### src/rtl/core/sm4_pkg.sv
package sm4_pkg;

    localparam int NumRounds = 32;
    localparam int RoundIdxW = 5;

    localparam logic [2:0] CFG_KEY_HIGH = 3'd0;
    localparam logic [2:0] CFG_KEY_LOW  = 3'd1;
    localparam logic [2:0] CFG_IV_HIGH  = 3'd2;
    localparam logic [2:0] CFG_IV_LOW   = 3'd3;
    localparam logic [2:0] CFG_MODE     = 3'd4;

    localparam logic [2:0] MODE_ECB_ENC = 3'd0;
    localparam logic [2:0] MODE_ECB_DEC = 3'd1;
    localparam logic [2:0] MODE_CBC_ENC = 3'd2;
    localparam logic [2:0] MODE_CBC_DEC = 3'd3;
    localparam logic [2:0] MODE_CTR128  = 3'd4;
    localparam logic [2:0] MODE_CTR32   = 3'd5;

    localparam logic [31:0] FK0 = 32'ha3b1bac6;
    localparam logic [31:0] FK1 = 32'h56aa3350;
    localparam logic [31:0] FK2 = 32'h677d9197;
    localparam logic [31:0] FK3 = 32'hb27022dc;

    // controller to datapath
    typedef struct packed {
        logic load;     // capture input block, set up cipher input
        logic restart;  // start key expansion state from key registers
        logic kx_step;  // one key expansion round
        logic enc_step; // one cipher round
        logic finish;   // form result and update chain
    } sm4_cmd_t;

    function automatic logic [7:0] sbox(input logic [7:0] a);
        logic [7:0] t [256];
        t = '{
        8'hd6,8'h90,8'he9,8'hfe,8'hcc,8'he1,8'h3d,8'hb7,8'h16,8'hb6,8'h14,8'hc2,8'h28,8'hfb,8'h2c,8'h05,
        8'h2b,8'h67,8'h9a,8'h76,8'h2a,8'hbe,8'h04,8'hc3,8'haa,8'h44,8'h13,8'h26,8'h49,8'h86,8'h06,8'h99,
        8'h9c,8'h42,8'h50,8'hf4,8'h91,8'hef,8'h98,8'h7a,8'h33,8'h54,8'h0b,8'h43,8'hed,8'hcf,8'hac,8'h62,
        8'he4,8'hb3,8'h1c,8'ha9,8'hc9,8'h08,8'he8,8'h95,8'h80,8'hdf,8'h94,8'hfa,8'h75,8'h8f,8'h3f,8'ha6,
        8'h47,8'h07,8'ha7,8'hfc,8'hf3,8'h73,8'h17,8'hba,8'h83,8'h59,8'h3c,8'h19,8'he6,8'h85,8'h4f,8'ha8,
        8'h68,8'h6b,8'h81,8'hb2,8'h71,8'h64,8'hda,8'h8b,8'hf8,8'heb,8'h0f,8'h4b,8'h70,8'h56,8'h9d,8'h35,
        8'h1e,8'h24,8'h0e,8'h5e,8'h63,8'h58,8'hd1,8'ha2,8'h25,8'h22,8'h7c,8'h3b,8'h01,8'h21,8'h78,8'h87,
        8'hd4,8'h00,8'h46,8'h57,8'h9f,8'hd3,8'h27,8'h52,8'h4c,8'h36,8'h02,8'he7,8'ha0,8'hc4,8'hc8,8'h9e,
        8'hea,8'hbf,8'h8a,8'hd2,8'h40,8'hc7,8'h38,8'hb5,8'ha3,8'hf7,8'hf2,8'hce,8'hf9,8'h61,8'h15,8'ha1,
        8'he0,8'hae,8'h5d,8'ha4,8'h9b,8'h34,8'h1a,8'h55,8'had,8'h93,8'h32,8'h30,8'hf5,8'h8c,8'hb1,8'he3,
        8'h1d,8'hf6,8'he2,8'h2e,8'h82,8'h66,8'hca,8'h60,8'hc0,8'h29,8'h23,8'hab,8'h0d,8'h53,8'h4e,8'h6f,
        8'hd5,8'hdb,8'h37,8'h45,8'hde,8'hfd,8'h8e,8'h2f,8'h03,8'hff,8'h6a,8'h72,8'h6d,8'h6c,8'h5b,8'h51,
        8'h8d,8'h1b,8'haf,8'h92,8'hbb,8'hdd,8'hbc,8'h7f,8'h11,8'hd9,8'h5c,8'h41,8'h1f,8'h10,8'h5a,8'hd8,
        8'h0a,8'hc1,8'h31,8'h88,8'ha5,8'hcd,8'h7b,8'hbd,8'h2d,8'h74,8'hd0,8'h12,8'hb8,8'he5,8'hb4,8'hb0,
        8'h89,8'h69,8'h97,8'h4a,8'h0c,8'h96,8'h77,8'h7e,8'h65,8'hb9,8'hf1,8'h09,8'hc5,8'h6e,8'hc6,8'h84,
        8'h18,8'hf0,8'h7d,8'hec,8'h3a,8'hdc,8'h4d,8'h20,8'h79,8'hee,8'h5f,8'h3e,8'hd7,8'hcb,8'h39,8'h48
        };
        return t[a];
    endfunction

    function automatic logic [31:0] tau(input logic [31:0] a);
        return {sbox(a[31:24]), sbox(a[23:16]), sbox(a[15:8]), sbox(a[7:0])};
    endfunction

    function automatic logic [31:0] rotl(input logic [31:0] x, input int n);
        return (x << n) | (x >> (32 - n));
    endfunction

    // CK word: byte j of word i is (4i+j)*7 mod 256
    function automatic logic [31:0] ck_word(input logic [RoundIdxW-1:0] i);
        logic [7:0] b0;
        b0 = {1'b0, i, 2'b00} * 8'd7;
        return {b0, b0 + 8'd7, b0 + 8'd14, b0 + 8'd21};
    endfunction

endpackage

### src/rtl/core/sm4_ctrl.sv
module sm4_ctrl (
    input  logic              aclk,
    input  logic              aresetn,
    input  logic              in_fire,
    input  logic              in_restart,
    input  logic              out_fire,
    output logic              in_ready,
    output logic              out_valid,
    output logic [sm4_pkg::RoundIdxW-1:0] round,
    output sm4_pkg::sm4_cmd_t cmd
);
    import sm4_pkg::*;

    localparam logic [2:0] ST_IDLE = 3'd0;
    localparam logic [2:0] ST_KEYX = 3'd1;
    localparam logic [2:0] ST_RUN  = 3'd2;
    localparam logic [2:0] ST_FIN  = 3'd3;
    localparam logic [2:0] ST_OUT  = 3'd4;

    logic [2:0] state_reg, state_next;
    logic [RoundIdxW-1:0] cnt_reg, cnt_next;
    logic last;

    assign last      = (cnt_reg == RoundIdxW'(NumRounds - 1));
    assign in_ready  = (state_reg == ST_IDLE);
    assign out_valid = (state_reg == ST_OUT);
    assign round     = cnt_reg;

    // sequence key expansion, rounds, result
    always_comb begin
        state_next = state_reg;
        cnt_next   = cnt_reg;
        cmd        = '0;
        unique case (state_reg)
            ST_IDLE: begin
                if (in_fire) begin
                    cmd.load    = 1'b1;
                    cmd.restart = in_restart;
                    cnt_next    = '0;
                    state_next  = in_restart ? ST_KEYX : ST_RUN;
                end
            end
            ST_KEYX: begin
                cmd.kx_step = 1'b1;
                cnt_next    = cnt_reg + 1'b1;
                if (last) state_next = ST_RUN;
            end
            ST_RUN: begin
                cmd.enc_step = 1'b1;
                cnt_next     = cnt_reg + 1'b1;
                if (last) state_next = ST_FIN;
            end
            ST_FIN: begin
                cmd.finish = 1'b1;
                state_next = ST_OUT;
            end
            ST_OUT: begin
                if (out_fire) state_next = ST_IDLE;
            end
            default: state_next = ST_IDLE;
        endcase
    end

    always_ff @(posedge aclk) begin
        if (!aresetn) begin
            state_reg <= ST_IDLE;
            cnt_reg   <= '0;
        end else begin
            state_reg <= state_next;
            cnt_reg   <= cnt_next;
        end
    end

endmodule

### config.mk
export PLATFORM = sky130hd
export DESIGN_NAME = sm4_ctrl
export DESIGN_NICKNAME = d
export VERILOG_FILES = /design/src/rtl/core/sm4_pkg.sv /design/src/rtl/core/sm4_ctrl.sv
export SDC_FILE = /design/constraint.sdc
export NUM_CORES = 1
export LEC_CHECK = 0
export BUFFER_PORTS_ARGS = -buffer_cell sky130_fd_sc_hd__buf_4
export CAP_MARGIN = 15
export CORE_AREA = 8 8 45 47
export DETAILED_ROUTE_END_ITERATION = 6
export DIE_AREA = 0 0 53 55
export GPL_TIMING_DRIVEN = 0
export HOLD_SLACK_MARGIN = 0.03
export PLACE_DENSITY_LB_ADDON = 0.08
export SYNTH_ARGS = -nofsm -noshare
export SYNTH_HDL_FRONTEND = slang
export SYNTH_SLANG_ARGS = --single-unit
export TNS_END_PERCENT = 50
### constraint.sdc
create_clock -name aclk -period 3.2 [get_ports aclk]
set_clock_uncertainty 0.15 [all_clocks]
set_input_delay 0.16 -clock aclk [delete_from_list [all_inputs] [get_ports aclk]]
set_output_delay 0.16 -clock aclk [all_outputs]
set_load 0.05 [all_outputs]
==> results of run 1 <==
==> logic make-up (layout without fill, tap and decap cells) <==
kind of cell	after synthesis	after routing	share of synthesized area
mux	1	1	0.0228
simple gates	30	30	0.367
fa+ha+maj	2	2	0.0506
compound gates	12	12	0.172
buf+inv	4	23	0.0304
flops	8	8	0.324
xor+xnor	1	1	0.0329
==> final cells by class <==
type,count,area share
buffer,4,0.0229
sequential,8,0.244
multi-input combinational,46,0.486
tap,16,0.0305
clock buffer,3,0.0343
timing repair buffer,16,0.183
==> worst max-delay path, delay by kind of cell, from the launching register on <==
family,cells,cell delay (ns)
flops,1,0.43
simple gates,2,0.33
buf+inv,2,0.52
==> metal layers <==
| metal | wire, um | vias to the layer above |
|---|---|---|
| met5 | 0 | - |
| met4 | 19 | 0 |
| met3 | 54 | 2 |
| met2 | 552 | 14 |
| met1 | 558 | 205 |
| li1 | - | 252 |
==> worst paths after layout <==
| kind | slack, ns | startpoint | cells after the start | end |
|---|---|---|---|---|
| worst max-delay path | 1.37 | state_reg[0]$_SDFFE_PN0P_ | 4 | cmd[3] |
| worst min-delay path | 0.07 | out_fire | 3 | state_reg[2]$_SDFFE_PN0P_ |
| worst min register to register | 0.37 | round[0]$_SDFFE_PN0P_ | 2 | round[0]$_SDFFE_PN0P_ |
| worst max register to register | 1.55 | round[0]$_SDFFE_PN0P_ | 5 | state_reg[0]$_SDFFE_PN0P_ |
==> cell usage in the layout, fill, tap and decap left out, types with 2 or more instances in the layout <==
cell / count
a21boi_0: 2
ha_1: 2
nor3_1: 3
and3_1: 2
clkbuf_4: 3
nor2_1: 2
nand2_1: 4
nand3_1: 3
o221ai_1: 2
o21ai_0: 2
nor3b_1: 3
nand3b_1: 3
buf_4: 16
clkbuf_1: 4
nand2b_1: 4
nor2b_1: 2
dfxtp_1: 8
==> cell usage after synthesis, types with 2 or more instances <==
cell      count
nand3b_1      3
nor3_1        3
o221ai_1      2
nand2_1       4
o21ai_0       2
and3_1        2
nand2b_1      4
a21boi_0      2
nor2b_1       2
dfxtp_1       8
nor2_1        2
clkbuf_1      4
ha_1          2
nor3b_1       3
nand3_1       3
==> per-stage QoR <==
step / instances / cell area, um^2
5_1_grt: 93 / 657
3_5_place_dp: 90 / 634
3_3_place_gp: 90 / 634
6_report: 93 / 657
4_1_cts: 93 / 657
2_1_floorplan: 58 / 494
==> power groups by stage <==
stage                     logic [mW]  registers [mW]  clock network (mW)
after global routing           0.108           0.113              0.0855
after global placement         0.101           0.114                   0
after floorplan               0.0623           0.123                   0
final                         0.0998           0.112              0.0752
after CTS                      0.101           0.112              0.0793
after detailed placement       0.101           0.114                   0
==> impl_metrics.csv, run 1 <==
group,metric,value,unit
run_status,run_status,"finished clean",
sta,hold_violations,0,
power_and_ir_drop,cell_internal_pwr,0.181,mW
sta,setup_viol,0,
sta,fin_crit_sh,0.571,
sta,period_minus_slack,1.83,ns
route,vias,473,
grt,grt_max_degree,11,
route,drc,0,
yosys,synthFlopType,"dfxtp_1",
power_and_ir_drop,p_total,0.287,mW
final_layout,largest_register_ffs,5,
grt,grt_pass1_vias,462,
grt,grt.busiest_layer,"met2",
power_and_ir_drop,switching_share,0.370,
final_layout,utilization,0.475,
yosys,ys_warn_count,0,
critical_path,worstPathCellList,"clkbuf_1 -> nor3_1 -> and3_1 -> buf_4",
clocking,cts_buffers,3,
critical_path,cp-start-kind,"flip-flop",
yosys,syn_area,494,um^2
power_and_ir_drop,p_clk_frac,0.262,
grt,grtUsageTotal,0.0852,
critical_path,slowest_stage,"dfxtp_1",
die,rows,14,
grt,grt_overflow,0,
grt,antenna_found_initial,0,
die,die_h,55,um
die,die_w,53,um
grt,grt_use_met3,0.0214,
power_and_ir_drop,p_comb_frac,0.347,
die,die_area,2920,um^2
final_layout,multi_input_area,319,um^2
yosys,syn-instance-count,58,
clocking,cts.reportedPaths.clkPinSlew,0.05,ns
power_and_ir_drop,p_leak,0.287,nW
die,initial_core_util,0.357,
sta,tightest_slew,0.387,ns
yosys,synth.top_cell.area_share,0.324,
yosys,synthTopCellsByArea,"dfxtp_1 (32%), ha_1 (5.1%), nand2b_1 (5.1%)",
sta,hold_ws,0.0709,ns
yosys,seq_area_frac_synth,0.324,
clocking,cts_max_level,1,
yosys,synth_area_per_cell,8.52,um^2
placed_design,dp_hpwl,911,um
final_layout,drive_gt1_frac,0.273,
sta,final_max_slew_viol_count,0,
grt,grt_pass1_wl,1860,um
yosys,async_flop_share,0,
placed_design,place_ws,1.57,ns
grt,grt_util_met2,0.139,
sta,fin_tns_setup,0,ns
route,wire_per_inst,12.8,um
route,wl,1190,um
route,via_per_inst,5.09,
yosys,ys_types,27,
die,coreArea,1380,um^2
critical_path,cp-end-kind,"output pin",
clocking,postCtsResizedCells,0,
power_and_ir_drop,p_switching,0.106,mW
final_layout,fin_nets,86,
route,drtPass1Iterations,4,
clocking,clk_latency,0.25,ns
critical_path,critPathMaxFanout,10,
grt,grt_util_met1,0.0942,
route,ant_nets,0,
final_layout,regArea,160,um^2
power_and_ir_drop,p_seq_frac,0.391,
clocking,ctsLongestPathBuffers,2,
critical_path,max_stage_delay,0.43,ns
power_and_ir_drop,ir_worst_vdd,0.170,mV
sta,max_freq,0.547,GHz
clocking,cts_setup_buffers,0,
yosys,synth.ff_latch_count,8,
yosys,yosysTopAreaCell,"dfxtp_1",
job,maxCapViolations,0,
power_and_ir_drop,p_per_area,438,nW/um^2
die,io_pins,17,
clocking,cts_tree,"yes",
hold_path,min_path_type,"in2reg",
placed_design,place_congestion,0.757,
critical_path,critPathRequiredTime,2.89,ns
critical_path,critPathKind,"reg2out",
clocking,cts.sinks,8,
yosys,synth_nets,65,
sta,rsz0062_at_grt,"false",
final_layout,antennaDiodeCount,0,
placed_design,portBuffers,16,
yosys,synth_edf_count,0,
sta,layout_setup_ws,1.37,ns
final_layout,area.growth.synth_to_final,32.9,%
final_layout,fillCellCount,155,
sta,max_slew_margin,0.742,
clocking,root_buffer,"clkbuf_4",
route,drt-initial-drc-count,3,
critical_path,crit_arrival,1.52,ns
clocking,cts_hold_buf,0,
Note: power is estimated with default switching activity, not from simulation.
==> run 2, diff against run 1 <==
==> constraint.sdc (replaced) <==
create_clock -name aclk -period 1.7 [get_ports aclk]
set_clock_uncertainty 0.15 [all_clocks]
set_input_delay 0.085 -clock aclk [delete_from_list [all_inputs] [get_ports aclk]]
set_output_delay 0.085 -clock aclk [all_outputs]
set_load 0.05 [all_outputs]
==> impl_metrics.csv, run 2 (same netlist as run 1, synthesis figures left out) <==
group,metric,value,unit
route,drc,0,
critical_path,startpoint,"state_reg[0]$_SDFFE_PN0P_",
grt,grt_max_degree,11,
clocking,cts_max_level,1,
final_layout,antennaDiodeCount,0,
critical_path,r2r-end,"state_reg[0]$_SDFFE_PN0P_",
critical_path,critPathMaxFanout,10,
grt,grtUsageTotal,0.100,
route,wire_per_inst,13.1,um
critical_path,critPathKind,"reg2out",
final_layout,layout_commonest_cell,"buf_4",
final_layout,fin_area,708,um^2
die,die_h,55,um
critical_path,crit_arrival,1.36,ns
clocking,clk_latency,0.25,ns
die,initial_core_util,0.357,
die,io_pins,17,
placed_design,place_ws,0.0867,ns
sta,setup_viol,0,
sta,max_freq,0.625,GHz
route,vias,493,
final_layout,fin_cells,96,
route,drtPass1Iterations,2,
critical_path,r2r_start,"round[1]$_SDFFE_PN0P_",
clocking,ctsLongestPathBuffers,2,
final_layout,largest_register_ffs,5,
sta,hold_violations,0,
placed_design,portBuffers,16,
grt,grt_pass1_vias,488,
die,die_w,53,um
clocking,cts_buffers,3,
route,wl,1260,um
power_and_ir_drop,p_per_area,796,nW/um^2
clocking,cts.sinks,8,
die,coreArea,1380,um^2
clocking,cts_tree,"yes",
route,ant_nets,0,
final_layout,utilization,0.512,
die,rows,14,
sta,tightest_slew,0.433,ns
route,via_per_inst,5.14,
grt,antenna_found_initial,0,
sta,period_minus_slack,1.60,ns
final_layout,final_cell_mix,"buf_4 (16), dfxtp_1 (7), nand2_1 (4), nand2b_1 (4)",
final_layout,drive_gt1_frac,0.338,
sta,max_slew_margin,0.711,
job,maxCapViolations,0,
critical_path,setup.worst_path.end,"cmd[3]",
hold_path,min_path_type,"in2reg",
final_layout,fin_nets,89,
route,drt-initial-drc-count,4,
sta,rsz0062_at_grt,"true",
sta,final_max_slew_viol_count,0,
clocking,cts_setup_buffers,0,
critical_path,cp-start-kind,"flip-flop",
critical_path,rr_worst_depth,5,
critical_path,cp-end-kind,"output pin",
grt,grt_overflow,0,
die,die_area,2920,um^2
placed_design,place_inst,90,
power_and_ir_drop,p_leak,0.318,nW
critical_path,reg2reg_slack,0.11,ns
clocking,cts.reportedPaths.clkPinSlew,0.05,ns
clocking,root_buffer,"clkbuf_4",
critical_path,critPathRequiredTime,1.46,ns
run_status,run_status,"finished clean",
sta,layout_setup_ws,0.101,ns
sta,fin_crit_sh,0.941,
placed_design,place_congestion,0.727,
final_layout,area.growth.synth_to_final,43.3,%
power_and_ir_drop,ir_worst_vdd,0.438,mV
grt,grt_pass1_wl,2170,um
sta,fin_tns_setup,0,ns
placed_design,dp_hpwl,912,um
placed_design,dpl_cell_area,644,um^2
==> run 2: changes by cell type in the layout (fill, tap and decap cells not counted), sizes merged <==
cell	before	now
buf	16	18
clkbuf	7	5
dlygate4sd3	0	3
==> run 2: layout make-up <==
cell class              instances  area (um^2)
clock buffers                   3         22.5
fillers                       139          676
flip-flops and latches          8          161
plain buffers                   4         18.8
well taps                      16         20.0
repair buffers                 19          150
multi-input cells              46          335
==> run 2: what timing repair did <==
action	4_1_cts	5_1_grt
hold endpoints to repair	3	0
hold buffers	3	0
endpoints found under the setup margin	5	3
cloned	0	0
resized for setup	3	4
==> run 2: worst max-delay path: stages, from the launching register on <==
cell,delay [ns]
dfxtp_1,0.35
buf_2,0.20
nor3_4,0.19
and3_1,0.17
buf_4,0.19
==> run 2: report_power, final <==
part	switching (mW)	leakage (nW)	internal (mW)
Combinational	0.133	0.239	0.0715
Clock	0.0661	0.0138	0.0809
Sequential	0.0132	0.0655	0.199
==> run 2: through the flow <==
step	hold slack, ns	total power [mW]
2_1_floorplan	0.0976	0.352
3_3_place_gp	0.247	0.409
3_5_place_dp	0.255	0.411
4_1_cts	0.0554	0.570
5_1_grt	0.0668	0.601
6_report	0.0534	0.563
==> run 2: per-layer routing <==
layer | up-vias | part of all wire | track usage | wire [um]
li1 | 259 | - | - | -
met1 | 222 | 0.47 | 0.119 | 594
met2 | 10 | 0.43 | 0.145 | 545
met3 | 2 | 0.084 | 0.0668 | 106
met4 | 0 | 0.0080 | 0.0259 | 10
met5 | - | 0 | 0 | 0
==> run 2: worst min path at each step <==
stage,from,to,slack [ns],cells past startpoint
after detailed placement,out_fire,state_reg[2]$_SDFFE_PN0P_,0.26,3
after global routing,in_fire,state_reg[0]$_SDFFE_PN0P_,0.07,3
after global placement,out_fire,state_reg[2]$_SDFFE_PN0P_,0.25,3
after CTS,in_fire,state_reg[0]$_SDFFE_PN0P_,0.06,3
after floorplan,aresetn,state_reg[0]$_SDFFE_PN0P_,0.1,2
final,in_fire,state_reg[1]$_SDFFE_PN0P_,0.05,3
==> run 3, diff against run 2 <==
--- a/config.mk
+++ b/config.mk
@@ -7,9 +7,11 @@
 export LEC_CHECK = 0
 export BUFFER_PORTS_ARGS = -buffer_cell sky130_fd_sc_hd__buf_4
 export CAP_MARGIN = 15
-export CORE_AREA = 8 8 45 47
+export CELL_PAD_IN_SITES_DETAIL_PLACEMENT = 0
+export CELL_PAD_IN_SITES_GLOBAL_PLACEMENT = 1
+export CORE_MARGIN = 8
+export CORE_UTILIZATION = 33
 export DETAILED_ROUTE_END_ITERATION = 6
-export DIE_AREA = 0 0 53 55
 export GPL_TIMING_DRIVEN = 0
 export HOLD_SLACK_MARGIN = 0.03
 export PLACE_DENSITY_LB_ADDON = 0.08
==> impl_metrics.csv, run 3 (same netlist as run 1, synthesis figures left out) <==
group,metric,value,unit
final_layout,layout_commonest_cell,"buf_4",
clocking,clk_latency,0.25,ns
clocking,cts.reportedPaths.clkPinSlew,0.05,ns
power_and_ir_drop,p_total,0.570,mW
power_and_ir_drop,p_seq_frac,0.374,
sta,tightest_slew,0.436,ns
route,ant_nets,0,
final_layout,drive_gt1_frac,0.338,
critical_path,critPathKind,"reg2out",
grt,antenna_found_initial,0,
critical_path,critPathMaxFanout,10,
power_and_ir_drop,switching_share,0.379,
sta,max_freq,0.626,GHz
critical_path,slowest_stage,"dfxtp_1",
placed_design,portBuffers,16,
power_and_ir_drop,p_clk_frac,0.261,
clocking,ctsLongestPathBuffers,2,
route,via_per_inst,5.40,
sta,fin_crit_sh,0.939,
grt,grtUsageTotal,0.104,
route,drt-initial-drc-count,5,
sta,max_slew_margin,0.710,
clocking,cts_max_level,1,
final_layout,largest_register_ffs,5,
hold_path,hold_path_end,"state_reg[0]$_SDFFE_PN0P_",
placed_design,dp_hpwl,981,um
die,coreArea,1450,um^2
die,initial_core_util,0.340,
die,die_w,54.7,um
grt,grt_max_degree,11,
power_and_ir_drop,p_leak,0.319,nW
run_status,run_status,"finished clean",
critical_path,r2r_start,"round[1]$_SDFFE_PN0P_",
critical_path,worstPathCellList,"clkbuf_4 -> nor3_4 -> and3_1 -> buf_6",
route,wire_per_inst,13.4,um
die,io_pins,17,
power_and_ir_drop,ir_worst_vdd,0.339,mV
route,wl_met2,581,um
route,drtPass1Iterations,4,
route,top_layer,"met4",
sta,final_max_slew_viol_count,0,
route,drc,0,
grt,grt_pass1_vias,476,
critical_path,rr_worst_depth,5,
power_and_ir_drop,p_switching,0.216,mW
sta,period_minus_slack,1.60,ns
grt,grt_overflow,0,
grt,grt_pass1_wl,2210,um
clocking,cts_setup_buffers,0,
hold_path,min_path_cells,3,
critical_path,startpoint,"state_reg[0]$_SDFFE_PN0P_",
die,rows,14,
critical_path,cp-end-kind,"output pin",
clocking,cts.sinks,8,
job,maxCapViolations,0,
critical_path,critPathRequiredTime,1.46,ns
clocking,cts_tree,"yes",
route,route.met3.wl,83,um
placed_design,place_congestion,0.691,
route,m1WireLength,608,um
die,die_h,54.7,um
hold_path,min_path_type,"in2reg",
route,wl,1290,um
critical_path,max_stage_delay,0.36,ns
final_layout,final_cell_mix,"buf_4 (15), dfxtp_1 (7), clkbuf_4 (4), nand2_1 (4), nand2b_1 (4)",
power_and_ir_drop,cell_internal_pwr,0.354,mW
final_layout,antennaDiodeCount,0,
final_layout,fin_nets,89,
sta,setup_viol,0,
hold_path,worstHoldStart,"in_fire",
power_and_ir_drop,p_comb_frac,0.365,
critical_path,reg2reg_slack,0.11,ns
sta,fin_tns_setup,0,ns
power_and_ir_drop,p_per_area,797,nW/um^2
clocking,cts_buffers,3,
critical_path,cp-start-kind,"flip-flop",
final_layout,area.growth.synth_to_final,44.6,%
sta,hold_violations,0,
critical_path,r2r-end,"state_reg[0]$_SDFFE_PN0P_",
die,die_area,2990,um^2
sta,rsz0062_at_grt,"false",
clocking,root_buffer,"clkbuf_4",
route,vias,518,
critical_path,crit_arrival,1.36,ns
run 3: timing repair:
item | CTS | global route
hold buffers | 3 | 0
endpoints found under the hold margin | 3 | 0
endpoints found under the setup margin | 5 | 3
gates resized for setup | 3 | 6
cloned | 0 | 0
run 3: per-layer routing:
metal,vias up,GRT usage
met3,2,0.0571
met5,-,0
met2,10,0.145
li1,257,-
met4,0,0.0369
met1,249,0.130
run 3: layout make-up:
cell class                      count  area, um^2
Buffer                              4        21.3
Clock buffer                        3        22.5
Fill cell                         152         739
Multi-Input combinational cell     46         335
Sequential cell                     8         161
Tap cell                           16        20.0
Timing Repair Buffer               19         154
run 3: worst max-delay path by stage:
stage | to | slack, ns | cells after the start
after floorplan | cmd[1] | -0.40 | 2
after global placement | state_reg[0]$_SDFFE_PN0P_ | 0.09 | 5
after detailed placement | state_reg[0]$_SDFFE_PN0P_ | 0.09 | 5
after CTS | cmd[3] | 0.04 | 4
after global routing | cmd[3] | 0.02 | 4
final | cmd[3] | 0.10 | 4
run 3: power groups by stage:
stage | clock network (mW) | registers, mW | logic (mW)
after floorplan | 0 | 0.231 | 0.120
after global placement | 0 | 0.216 | 0.195
after detailed placement | 0 | 0.216 | 0.196
after CTS | 0.156 | 0.212 | 0.204
after global routing | 0.166 | 0.215 | 0.223
final | 0.149 | 0.213 | 0.208
run 3: stage by stage:
step | hold WS [ns] | instance area (um^2) | setup WS (ns) | std cells | util
final | 0.0447 | 714 | 0.104 | 96 | 0.491
after global routing | 0.0614 | 714 | 0.0152 | 96 | 0.491
after CTS | 0.0435 | 701 | 0.0424 | 96 | 0.482
after floorplan | 0.0976 | 504 | -0.401 | 58 | -
after global placement | 0.253 | 644 | 0.0886 | 90 | 0.443
after detailed placement | 0.252 | 644 | 0.0913 | 90 | 0.443
run 3: critical path: cells and delay by family (launching register included):
kind | cells | cell delay [ns]
buffers and inverters | 2 | 0.37
DFF | 1 | 0.36
and+or+nand+nor | 2 | 0.38
